## config.mk

```make
export PLATFORM = sky130hd
export DESIGN_NAME = dead_reckoning_odometry_top
export DESIGN_NICKNAME = d
export VERILOG_FILES = /design/src/rtl/dro_pkg.sv /design/src/rtl/dro_cordic.sv /design/src/rtl/dead_reckoning_odometry_top.sv
export SDC_FILE = /design/constraint.sdc
export NUM_CORES = 2
export LEC_CHECK = 0
export BUFFER_PORTS_ARGS = -buffer_cell sky130_fd_sc_hd__buf_2
export CAP_MARGIN = 25
export CORE_UTILIZATION = 25
export CTS_BUF_LIST = sky130_fd_sc_hd__clkbuf_4
export DETAILED_ROUTE_END_ITERATION = 16
export HOLD_SLACK_MARGIN = 0.1
export PLACE_DENSITY = 0.48
export SLEW_MARGIN = 20
export SYNTH_ARGS = -nofsm -noshare
export SYNTH_HDL_FRONTEND = slang
export SYNTH_SLANG_ARGS = --single-unit
```

## constraint.sdc

```tcl
create_clock -name clk -period 11.6 [get_ports clk]
set_input_delay 0.58 -clock clk [delete_from_list [all_inputs] [get_ports clk]]
set_output_delay 0.58 -clock clk [all_outputs]
set_load 0.01 [all_outputs]
```

## src/rtl/dro_pkg.sv

```systemverilog
// Shared types, constants and the arctangent table of the odometry block.
package dro_pkg;

	// Rotation steps of the CORDIC, limited by the table depth.
	localparam int CORDIC_STEPS = 16;
	localparam int ATAN_DEPTH = 24;
	localparam int ROT_STEPS = (CORDIC_STEPS < ATAN_DEPTH) ? CORDIC_STEPS : ATAN_DEPTH;
	localparam int ITER_W = $clog2(ROT_STEPS);

	// CORDIC vector width: 48-bit start magnitude, gain growth and sign.
	localparam int CX_W = 52;
	localparam int DX_W = CX_W - 16;

	// Inverse CORDIC gain, Q0.32.
	localparam logic [31:0] INV_GAIN = 32'h9B74EDA8;

	localparam logic OP_UPDATE = 1'b0;
	localparam logic OP_SET_POSE = 1'b1;

	localparam logic [1:0] REG_DIST_DB = 2'd0;
	localparam logic [1:0] REG_ANG_DB = 2'd1;
	localparam logic [1:0] REG_CONF_RATE = 2'd2;

	typedef struct packed {
		logic opcode;
		logic signed [31:0] distance_reading;
		logic [15:0] angle_reading;
		logic signed [31:0] pose_x;
		logic signed [31:0] pose_y;
		logic [15:0] pose_heading;
	} dro_in_t;

	typedef struct packed {
		logic signed [31:0] x_position;
		logic signed [31:0] y_position;
		logic [15:0] heading_estimate;
		logic [31:0] uncertainty;
		logic [31:0] travelled;
	} dro_out_t;

	typedef enum logic [2:0] {
		ST_IDLE,
		ST_MULK,
		ST_PREP,
		ST_ROT,
		ST_MULC,
		ST_DONE
	} dro_state_t;

	typedef enum logic [1:0] {
		KIND_LOAD,
		KIND_SKIP,
		KIND_MOVE
	} dro_kind_t;

	typedef struct packed {
		logic load;
		logic step;
	} dro_cordic_ctl_t;

	// Arctangent of 2^-i, 2^32 units per turn.
	function automatic logic [31:0] dro_atan(input logic [4:0] idx);
		logic [31:0] val;
		unique case (idx)
			5'd0: val = 32'h20000000;
			5'd1: val = 32'h12E4051E;
			5'd2: val = 32'h09FB385B;
			5'd3: val = 32'h051111D4;
			5'd4: val = 32'h028B0D43;
			5'd5: val = 32'h0145D7E1;
			5'd6: val = 32'h00A2F61E;
			5'd7: val = 32'h00517C55;
			5'd8: val = 32'h0028BE53;
			5'd9: val = 32'h00145F2F;
			5'd10: val = 32'h000A2F98;
			5'd11: val = 32'h000517CC;
			5'd12: val = 32'h00028BE6;
			5'd13: val = 32'h000145F3;
			5'd14: val = 32'h0000A2FA;
			5'd15: val = 32'h0000517D;
			5'd16: val = 32'h000028BE;
			5'd17: val = 32'h0000145F;
			5'd18: val = 32'h00000A30;
			5'd19: val = 32'h00000518;
			5'd20: val = 32'h0000028C;
			5'd21: val = 32'h00000146;
			5'd22: val = 32'h000000A3;
			5'd23: val = 32'h00000051;
			default: val = 32'h00000000;
		endcase
		return val;
	endfunction

endpackage

```

## src/rtl/dro_cordic.sv

```systemverilog
// Iterative CORDIC rotation unit: one shift-add step per cycle while ctl.step is set.
module dro_cordic (
	input  logic                                clk,
	input  logic                                arst_n,
	input  dro_pkg::dro_cordic_ctl_t            ctl,
	input  logic signed [dro_pkg::CX_W-1:0]     x_init,
	input  logic [31:0]                         angle_init,
	output logic signed [dro_pkg::CX_W-1:0]     x_result,
	output logic signed [dro_pkg::CX_W-1:0]     y_result,
	output logic                                last
);
	import dro_pkg::*;

	logic signed [CX_W-1:0] cx_q, cy_q, cx_nx, cy_nx, xs, ys;
	logic [31:0] ca_q, ca_nx, atan_v;
	logic [ITER_W-1:0] iter_q;

	// Rotate toward zero residual angle.
	always_comb begin
		xs = cx_q >>> iter_q;
		ys = cy_q >>> iter_q;
		atan_v = dro_atan(5'(iter_q));
		if (ca_q[31]) begin
			cx_nx = cx_q + ys;
			cy_nx = cy_q - xs;
			ca_nx = ca_q + atan_v;
		end else begin
			cx_nx = cx_q - ys;
			cy_nx = cy_q + xs;
			ca_nx = ca_q - atan_v;
		end
	end

	always_ff @(posedge clk) begin
		if (ctl.load) begin
			cx_q <= x_init;
			cy_q <= '0;
			ca_q <= angle_init;
		end else if (ctl.step) begin
			cx_q <= cx_nx;
			cy_q <= cy_nx;
			ca_q <= ca_nx;
		end
	end

	always_ff @(posedge clk or negedge arst_n) begin
		if (!arst_n) begin
			iter_q <= '0;
		end else if (ctl.load) begin
			iter_q <= '0;
		end else if (ctl.step) begin
			iter_q <= iter_q + 1'b1;
		end
	end

	assign last = (iter_q == ITER_W'(ROT_STEPS - 1));
	assign x_result = cx_q;
	assign y_result = cy_q;

endmodule

```

## src/rtl/dead_reckoning_odometry_top.sv

```systemverilog
// Top level of the dead-reckoning odometry block: sequencer, pose state, APB registers.
//
// Input channel (in_valid, in_stall, in_data) carries one item: an opcode with
// encoder distance, gyro angle and a pose for the set-pose command. Output
// channel (out_valid, out_stall, out_data) returns one item per input item: the
// pose, uncertainty and travelled distance after that item.
// An update that moves the pose runs: one multiply for the start vector, the fold
// step, CORDIC_STEPS rotation steps on the iterative shift-add unit, one multiply
// for the uncertainty growth and the commit step, in that order (MULK, PREP, ROT,
// MULC, DONE). Set pose, the first update and updates inside the deadbands commit
// in the cycle after accept.
// One item is in work at a time: in_stall is high from the cycle after accept
// through the commit cycle, and the sequencer returns to idle before it takes
// the next item, so the sustained rate of moving updates is set by the iterative
// rotation loop.
// The output register holds its item while out_stall is high; a finished item
// waits in the commit cycle until the register is free, and the next input item
// is taken in the cycle after the commit.
// Reset clears the pose, totals, stored readings and initialized flag and loads
// register defaults (distance deadband 3, angle deadband 2, rate 655). Registers
// sit at byte addresses 0, 4 and 8, to be written while idle; no check enforces it.
module dead_reckoning_odometry_top (
	input  logic                clk,
	input  logic                arst_n,
	input  logic                psel,
	input  logic                penable,
	input  logic                pwrite,
	input  logic [3:0]          paddr,
	input  logic [31:0]         pwdata,
	output logic [31:0]         prdata,
	output logic                pready,
	input  logic                in_valid,
	output logic                in_stall,
	input  dro_pkg::dro_in_t    in_data,
	output logic                out_valid,
	input  logic                out_stall,
	output dro_pkg::dro_out_t   out_data
);
	import dro_pkg::*;

	// Configuration registers
	logic [7:0]  dist_db_q, ang_db_q;
	logic [15:0] rate_q;
	logic        cfg_wr;

	// Architectural state
	logic [31:0]        last_dist_q;
	logic [15:0]        last_ang_q;
	logic [15:0]        head_q;
	logic signed [31:0] x_q, y_q;
	logic [31:0]        unc_q, trav_q;
	logic               init_q;

	// Item in work
	dro_state_t  state_q, state_nx;
	dro_kind_t   kind_q, kind_a;
	dro_in_t     cmd_q;
	logic [31:0] dmag_q, dmag_a, dd_a, mid_q, mid_a;
	logic        dneg_q;
	logic [15:0] da_q, da_a;
	logic        aneg_a, quiet_a;
	logic [16:0] amag_a;
	logic        in_accept;

	// Shared multiplier and rounding
	logic [31:0] mul_b;
	logic [63:0] prod, prod_q, prod_rnd;
	logic        mul_en;

	// CORDIC interface
	dro_cordic_ctl_t        cordic_ctl;
	logic signed [CX_W-1:0] x_init, x_res, y_res, xmag, xr, yr;
	logic [31:0]            angle_init;
	logic                   fold, cordic_last;
	logic signed [DX_W-1:0] dx_q, dy_q;

	// Commit
	logic               out_free, commit, round_en;
	logic signed [DX_W:0] sx, sy;
	logic signed [31:0] x_nx, y_nx;
	logic [15:0]        head_nx;
	logic [31:0]        unc_nx, trav_nx, inc;
	logic [32:0]        tsum, usum;
	dro_out_t           out_q;
	logic               out_valid_q;

	// APB: always ready, decode on the word address.
	assign pready = 1'b1;
	assign cfg_wr = psel && penable && pwrite;

	always_comb begin
		unique case (paddr[3:2])
			REG_DIST_DB:   prdata = {24'b0, dist_db_q};
			REG_ANG_DB:    prdata = {24'b0, ang_db_q};
			REG_CONF_RATE: prdata = {16'b0, rate_q};
			default:       prdata = '0;
		endcase
	end

	always_ff @(posedge clk or negedge arst_n) begin
		if (!arst_n) begin
			dist_db_q <= 8'd3;
			ang_db_q  <= 8'd2;
			rate_q    <= 16'd655;
		end else if (cfg_wr) begin
			unique case (paddr[3:2])
				REG_DIST_DB:   dist_db_q <= pwdata[7:0];
				REG_ANG_DB:    ang_db_q  <= pwdata[7:0];
				REG_CONF_RATE: rate_q    <= pwdata[15:0];
				default: ;
			endcase
		end
	end

	// Deltas against the stored readings; the half-turn delta counts as positive.
	always_comb begin
		dd_a   = in_data.distance_reading - last_dist_q;
		dmag_a = dd_a[31] ? (32'd0 - dd_a) : dd_a;
		da_a   = in_data.angle_reading - last_ang_q;
		aneg_a = (da_a > 16'h8000);
		amag_a = aneg_a ? (17'h10000 - {1'b0, da_a}) : {1'b0, da_a};
		mid_a  = aneg_a ? ({head_q, 16'b0} - {amag_a[16:0], 15'b0})
		                : ({head_q, 16'b0} + {amag_a[16:0], 15'b0});
		quiet_a = (dmag_a < {24'b0, dist_db_q}) && (amag_a < {9'b0, ang_db_q});
		if (in_data.opcode == OP_SET_POSE || !init_q) begin
			kind_a = KIND_LOAD;
		end else if (quiet_a) begin
			kind_a = KIND_SKIP;
		end else begin
			kind_a = KIND_MOVE;
		end
	end

	assign in_accept = in_valid && !in_stall;

	always_ff @(posedge clk) begin
		if (in_accept) begin
			cmd_q  <= in_data;
			kind_q <= kind_a;
			dmag_q <= dmag_a;
			dneg_q <= dd_a[31];
			da_q   <= da_a;
			mid_q  <= mid_a;
		end
	end

	// Sequencer
	assign out_free = !out_valid_q || !out_stall;

	always_comb begin
		state_nx = state_q;
		unique case (state_q)
			ST_IDLE: if (in_accept) begin
				state_nx = (kind_a == KIND_MOVE) ? ST_MULK : ST_DONE;
			end
			ST_MULK: state_nx = ST_PREP;
			ST_PREP: state_nx = ST_ROT;
			ST_ROT:  if (cordic_last) begin
				state_nx = ST_MULC;
			end
			ST_MULC: state_nx = ST_DONE;
			ST_DONE: if (out_free) begin
				state_nx = ST_IDLE;
			end
			default: state_nx = ST_IDLE;
		endcase
	end

	always_comb begin
		in_stall        = (state_q != ST_IDLE);
		cordic_ctl.load = (state_q == ST_PREP);
		cordic_ctl.step = (state_q == ST_ROT);
		mul_en          = (state_q == ST_MULK) || (state_q == ST_MULC);
		round_en        = (state_q == ST_MULC);
		commit          = (state_q == ST_DONE) && out_free;
	end

	always_ff @(posedge clk or negedge arst_n) begin
		if (!arst_n) begin
			state_q <= ST_IDLE;
		end else begin
			state_q <= state_nx;
		end
	end

	// One multiplier: inverse gain for the start vector, then the rate.
	assign mul_b    = (state_q == ST_MULK) ? INV_GAIN : {16'b0, rate_q};
	assign prod     = {32'b0, dmag_q} * {32'b0, mul_b};
	assign prod_rnd = prod_q + 64'h8000;

	always_ff @(posedge clk) begin
		if (mul_en) begin
			prod_q <= prod;
		end
	end

	// Fold the left half-plane: negate the vector and turn by a half turn.
	always_comb begin
		xmag       = {{(CX_W - 48){1'b0}}, prod_rnd[63:16]};
		fold       = mid_q[31] ^ mid_q[30];
		x_init     = (dneg_q ^ fold) ? -xmag : xmag;
		angle_init = fold ? (mid_q ^ 32'h80000000) : mid_q;
	end

	dro_cordic u_cordic (
		.clk        (clk),
		.arst_n     (arst_n),
		.ctl        (cordic_ctl),
		.x_init     (x_init),
		.angle_init (angle_init),
		.x_result   (x_res),
		.y_result   (y_res),
		.last       (cordic_last)
	);

	// Round the rotated vector to whole units, halves up.
	assign xr = x_res + CX_W'(32768);
	assign yr = y_res + CX_W'(32768);

	always_ff @(posedge clk) begin
		if (round_en) begin
			dx_q <= xr[CX_W-1:16];
			dy_q <= yr[CX_W-1:16];
		end
	end

	// Next pose and totals.
	always_comb begin
		sx      = {{(DX_W - 31){x_q[31]}}, x_q} + {dx_q[DX_W-1], dx_q};
		sy      = {{(DX_W - 31){y_q[31]}}, y_q} + {dy_q[DX_W-1], dy_q};
		inc     = prod_rnd[47:16];
		tsum    = {1'b0, trav_q} + {1'b0, dmag_q};
		usum    = {1'b0, unc_q} + {1'b0, inc};
		x_nx    = x_q;
		y_nx    = y_q;
		head_nx = head_q;
		unc_nx  = unc_q;
		trav_nx = trav_q;
		unique case (kind_q)
			KIND_LOAD: begin
				if (cmd_q.opcode == OP_SET_POSE) begin
					x_nx    = cmd_q.pose_x;
					y_nx    = cmd_q.pose_y;
					head_nx = cmd_q.pose_heading;
				end else begin
					x_nx    = '0;
					y_nx    = '0;
					head_nx = '0;
				end
				unc_nx  = '0;
				trav_nx = '0;
			end
			KIND_MOVE: begin
				if (sx[DX_W:31] == {(DX_W - 30){sx[DX_W]}}) begin
					x_nx = sx[31:0];
				end else begin
					x_nx = sx[DX_W] ? 32'sh80000000 : 32'sh7FFFFFFF;
				end
				if (sy[DX_W:31] == {(DX_W - 30){sy[DX_W]}}) begin
					y_nx = sy[31:0];
				end else begin
					y_nx = sy[DX_W] ? 32'sh80000000 : 32'sh7FFFFFFF;
				end
				head_nx = head_q + da_q;
				trav_nx = tsum[32] ? 32'hFFFFFFFF : tsum[31:0];
				unc_nx  = usum[32] ? 32'hFFFFFFFF : usum[31:0];
			end
			default: ;
		endcase
	end

	always_ff @(posedge clk or negedge arst_n) begin
		if (!arst_n) begin
			last_dist_q <= '0;
			last_ang_q  <= '0;
			head_q      <= '0;
			x_q         <= '0;
			y_q         <= '0;
			unc_q       <= '0;
			trav_q      <= '0;
			init_q      <= 1'b0;
		end else if (commit) begin
			last_dist_q <= cmd_q.distance_reading;
			last_ang_q  <= cmd_q.angle_reading;
			head_q      <= head_nx;
			x_q         <= x_nx;
			y_q         <= y_nx;
			unc_q       <= unc_nx;
			trav_q      <= trav_nx;
			init_q      <= 1'b1;
		end
	end

	// Output register: load on commit, drop when taken.
	always_ff @(posedge clk) begin
		if (commit) begin
			out_q.x_position       <= x_nx;
			out_q.y_position       <= y_nx;
			out_q.heading_estimate <= head_nx;
			out_q.uncertainty      <= unc_nx;
			out_q.travelled        <= trav_nx;
		end
	end

	always_ff @(posedge clk or negedge arst_n) begin
		if (!arst_n) begin
			out_valid_q <= 1'b0;
		end else if (commit) begin
			out_valid_q <= 1'b1;
		end else if (!out_stall) begin
			out_valid_q <= 1'b0;
		end
	end

	assign out_valid = out_valid_q;
	assign out_data  = out_q;

endmodule

```

# Word level (Yosys, flattened, before mapping)

Memories as Yosys holds them, arrays and structs flattened.
Index checks and enable logic that the tools add are counted.
W data, S select, Z words.

Shift-type cells: 2
Multipliers: 1
Equality and inequality tests: 16
Bitwise gates (word level): 3
Reductions and logical operators: 21
Muxes and demuxes: 39
Add/sub/neg operators: 22
Magnitude comparators: 3

Operators by type and width:

| kind                     | count |
|---|---|
| $mux W32                 | 15 |
| $mux W52                 | 5 |
| $pmux W32 S2             | 4 |
| $add A52 B17 Y52 const B | 2 |
| $add A52 B52 Y52         | 2 |
| $sshr A52 B4 Y52         | 2 |
| $sub A52 B52 Y52         | 2 |
| $sub A32 B32 Y32         | 3 |
| $add A32 B36 Y37         | 2 |
| $add A32 B32 Y33         | 2 |
| $add A32 B32 Y32         | 2 |
| $add A64 B16 Y64 const B | 1 |
| $mul A32 B32 Y64         | 1 |
| $neg A48 Y52             | 1 |
| $pmux W16 S3             | 1 |
| $lt A32 B8 Y1            | 1 |
| $pmux W16 S2             | 1 |
| $sub A1 B32 Y32 const A  | 1 |
| $pmux W3 S6              | 1 |
| $lt A17 B8 Y1            | 1 |
| $mux W17                 | 1 |
| $sub A17 B16 Y17 const A | 1 |
| $add A16 B16 Y16         | 1 |
| $gt A16 B16 Y1 const B   | 1 |
| other kinds (27)         | 53 |

Logic and storage cells: 144
Output and inout bits: 179
ROM bits: 480
Register bits: 861
Memories kept: 1

Memory list:

| name             | words | width | read ports | clocked after memory_dff | write ports | line          | RTL |
|---|---|---|---|---|---|---|---|
| (name not given) | 16    | 30    | 1          | 0                        | 0           | dro_pkg.sv:64 | `unique case (idx)` |

# Longest topological paths before layout

Word-level depth: 11
Depth in mapped cells: 36

# Modules after synthesis

Synthesis repeated with hierarchy kept, for this count alone.

Cell total of the unflattened synthesis: 9596
Area total of the unflattened synthesis: 89771.1 um^2

Modules (own cells, without submodules):

| module                      | cells each | times used | area an instance (um^2) | sequential area each (um^2) |
|---|---|---|---|---|
| dead_reckoning_odometry_top | 6927       | 1          | 68099.1                 | 19585.0 |
| dro_cordic                  | 2669       | 1          | 21672.0                 | 3663.5 |

# Least setup slack after synthesis

OpenSTA, ideal clock, no wires.

Path kind: reg-to-reg
Start point: register state_q[2]
End point: register prod_q[60] (data pin)
Path buffers: 3
Stages on the path, launching flop included: 30
Library setup time: 0.256 ns
Required time: 11.344 ns
Path slack: 2.389 ns
Arrival: 8.955 ns
Path through: dfrtp_1 > nor3b_2 > clkbuf_1 > clkbuf_1 > clkbuf_1 > nand2_1 > fa_1 > inv_1 > fa_1 > fa_1 > fa_1 > inv_1 > fa_1 > inv_1 > fa_1 > fa_1 > inv_1 > fa_1 > inv_1 > ha_1 > a21oi_1 > o21ai_0 > o41a_1 > a2111o_1 > a21oi_1 > a31oi_1 > a21bo_2 > a21o_1 > or4_1 > and4_1

Cells in the longest elaborated chain, start to end: 3

RTL lines:

| item                     | line                               | RTL |
|---|---|---|
| start: declaration       | dead_reckoning_odometry_top.sv:55  | `dro_state_t state_q, state_nx;` |
| start signal: assignment | dead_reckoning_odometry_top.sv:182 | `state_q <= state_nx;` |
| $eq A3 B1 Y1             | dead_reckoning_odometry_top.sv:187 | `assign mul_b = (state_q == ST_MULK) ? INV_GAIN : {16'b0, rate_q};` |
| $mux W32                 | dead_reckoning_odometry_top.sv:187 |  |
| $mul A32 B32 Y64         | dead_reckoning_odometry_top.sv:188 | `assign prod = {32'b0, dmag_q} * {32'b0, mul_b};` |
| net prod[60]             | dead_reckoning_odometry_top.sv:67  | `logic [63:0] prod, prod_q, prod_rnd;` |
| end signal: assignment   | dead_reckoning_odometry_top.sv:193 | `prod_q <= prod;` |
| end: declaration         | dead_reckoning_odometry_top.sv:67  |  |

The timed path passes the listed nets, and every way through them passes these cells.
A chain may end at the register's enable or synchronous reset.

# Final worst setup path

Ends and elaborated chain as after synthesis.

==> qor.csv <==
stage,metric,value,unit
floorplanning,initial_core_util,0.252,
routing,drtIter0Drc,4485,
clocking,clock-sinks,830,
layout,nFillCells,36992,
placement,dp_worst_setup_slack,0.861,ns
routing,drc_errors,0,
clocking,cts_root_buffer,clkbuf_4,
floorplanning,core_area,0.347,mm²
layout,multi_input_area,0.0592,mm²
logic_synthesis,ys_seq_elements,830,
clocking,clk_latency,1.33,ns
routing,ant_nets,0,
timing,worst_pin_slew,1.18,ns
clocking,clk_pin_slew,0.07,ns
logic_synthesis,synth_edf_count,545,
grt,grt_max_degree,142,
placement,hpwl,220000,µm
timing,period_needed,10.79,ns
setup_path,end_kind,flip-flop,
layout,layout.cells.non_filler,14673,
grt,grt_usage,0.160,
logic_synthesis,postSynthAreaPerCell,9.38,µm²
floorplanning,rows,216,
timing,setup-violations-final,0,
floorplanning,die_w,594,µm
logic_synthesis,yosysSeqAreaShare,0.265,
placement,placed_cells,13940,
layout,fin_area,0.100,mm²
clocking,ctsHoldBuffers,293,
setup_path,crit_fanout,23,
setup_path,cp_slowest_stage_delay,0.91,ns
routing,via_count,69947,
logic_synthesis,yosysMostFrequentCell,nand2_1,
job,maxCapViolCount,0,
timing,relSlewSlack,0.211,
logic_synthesis,synth-async-reset-ratio,0.281,
timing,drv_slew,0,
grt,grt_first_pass_wirelength,438000,µm
layout,area_delta_synth_final,14.7,%
logic_synthesis,netlist_top_cells_area,"edfxtp_1 19%, fa_1 16%, ha_1 11%",
run_status,status,"finished, final reports clean",
setup_path,required,12.55,ns
logic_synthesis,yosysTopAreaCellShare,0.187,
timing,final.setup.tns,0,ns
clocking,htreeDepth,4,
setup_path,cp-start-kind,flip-flop,
floorplanning,fp.dieH,594,µm
setup_path,critPathSlowestCell,nor3b_4,
routing,post_drt_wl_per_cell,19.6,µm
timing,maxClockFrequency,92.7,MHz
timing,skew,0.168,ns
routing,drt_wl_total,288000,µm
clocking,cts_setup_buffers,0,
setup_path,worst_ep_arrival_time,11.73,ns
placement,port_buffers,315,
clocking,cts_buffer_depth,4,
layout,drive_above_1_share,0.110,
routing,first_pass_iters,8,
timing,final_hold_viol_count,0,
placement,gp_congestion,0.898,
timing,rsz0062_at_grt,no,
timing,post-route-period-util,0.930,
clocking,cts_resized,0,
grt,grt_pass1_vias,70394,
logic_synthesis,yosysWarnings,0,
layout,nNetsFinal,11502,
logic_synthesis,synthTopCellsByCount,"1005 x nand2_1, 971 x inv_1, 752 x ha_1",
grt,grt-ovfl-total,0,
clocking,cts_inserted_buffers,234,
floorplanning,num_io_pins,351,
worst_hold_path,hold_path.class,in -> reg,
logic_synthesis,syn-cell-area,0.0876,mm²
floorplanning,die_area,0.353,mm²
setup_path,worstSetupPathType,reg -> reg,
routing,viasPerCell,4.77,
setup_path,crit_top_cell,fa_1,
layout,regArea,0.0233,mm²
logic_synthesis,ys_types,116,
timing,fin_ws,0.814,ns
grt,antenna_found_initial,18,
clocking,cts_tree,done,
logic_synthesis,syn_inst,9341,
logic_synthesis,synth_top_area_cell,edfxtp_1,
placement,placed_cell_area,0.0943,mm²
logic_synthesis,ys.flop_type,edfxtp_1,
-- area by class of cell --
| type | instances | area share |
|---|---|---|
| clock buffers | 362 | 0.0270 |
| diodes | 6 | 0.000149 |
| clock inverters | 69 | 0.00397 |
| inverters | 976 | 0.0366 |
| well taps | 4578 | 0.0570 |
| flip-flops and latches | 830 | 0.232 |
| repair buffers | 726 | 0.0550 |
| multi-input cells | 7126 | 0.589 |
-- registers in the layout, indices dropped and copies added (netlist names), 32 cells and up --
name               cells
cmd_q                129
dmag_q                32
dx_q                  36
dy_q                  36
last_dist_q           32
out_data             144
prod_q                49
trav_q                32
u_cordic.ca_q         32
u_cordic.x_result     52
u_cordic.y_result     52
unc_q                 32
x_q                   32
y_q                   32
-- placed cells by master (no fill, tap or decap), types with 46 or more instances in the layout --
cell type / instances
a211oi_1: 48
inv_1: 970
a31oi_1: 126
nor2b_1: 126
xnor2_1: 413
ha_1: 752
dlygate4sd3_1: 292
a22oi_1: 75
and3_1: 92
buf_4: 110
nand4_1: 72
nand3_1: 163
o21a_1: 75
a21o_1: 210
o21ai_0: 603
dfxtp_1: 52
dfrtp_1: 220
buf_2: 314
xor2_1: 243
mux2i_1: 77
and2_1: 342
nor2_1: 540
mux4_2: 110
clkinv_1: 46
o21bai_1: 75
fa_1: 684
mux2_2: 59
edfxtp_1: 545
a21oi_1: 469
nor3_1: 117
clkbuf_4: 362
nand2_1: 1003
-- path summary, 6_finish.rpt --
| path | slack (ns) | depth (start not counted) | start | end |
|---|---|---|---|---|
| worst max register to register | 0.81 | 28 | state_q[2] | prod_q[60] |
| worst min-delay path | 0.27 | 3 | pwdata[2] | rate_q[2] |
| worst min register to register | 0.44 | 2 | cmd_q[125] | last_dist_q[29] |
| min in group asynchronous | 0.42 | 4 | arst_n | head_q[0] |
| max in group asynchronous | 9.46 | 5 | arst_n | unc_q[14] |
| worst max-delay path | 0.81 | 28 | state_q[2] | prod_q[60] |
-- worst max-delay path: cells and delay by family, from the launching register on --
family                   cells  cell delay (ns)
adder cells (fa/ha/maj)      9             4.39
AO/OA/AOI/OAI                7             2.28
AND/OR/NAND/NOR              8             2.82
flip-flops                   1             0.46
buffers and inverters        4             0.46
-- per-stage QoR --
stage	hold slack [ns]	utilization
detailed placement	0.427	0.272
floorplan	0.284	-
finish	0.273	0.289
global route	0.174	0.289
global placement	0.420	0.272
CTS	0.126	0.289
-- metal layers --
layer / GRT usage / vias to the layer above / routed length, µm
li1: - / 33565 / -
met1: 0.214 / 34324 / 131000
met2: 0.268 / 1677 / 135000
met3: 0.0222 / 375 / 13500
met4: 0.0421 / 6 / 7520
met5: 0 / - / 41
-- cells by family (layout without fill, tap and decap cells) --
kind of cell	Yosys count	count (layout)	share of synthesized area
and+or+nand+nor	2722	2722	0.150
adders and majority gates	1436	1436	0.264
muxes	254	254	0.0471
buffers and inverters	1400	2133	0.0619
AOI/OAI and AO/OA	2038	2038	0.146
other	2	23	0.0000857
xor gates and xnor gates	659	659	0.0659
DFF	830	830	0.265
Power is left out: the tool's default activity adds up to more than one toggle a clock period on the data nets, which glitch-free logic cannot reach.
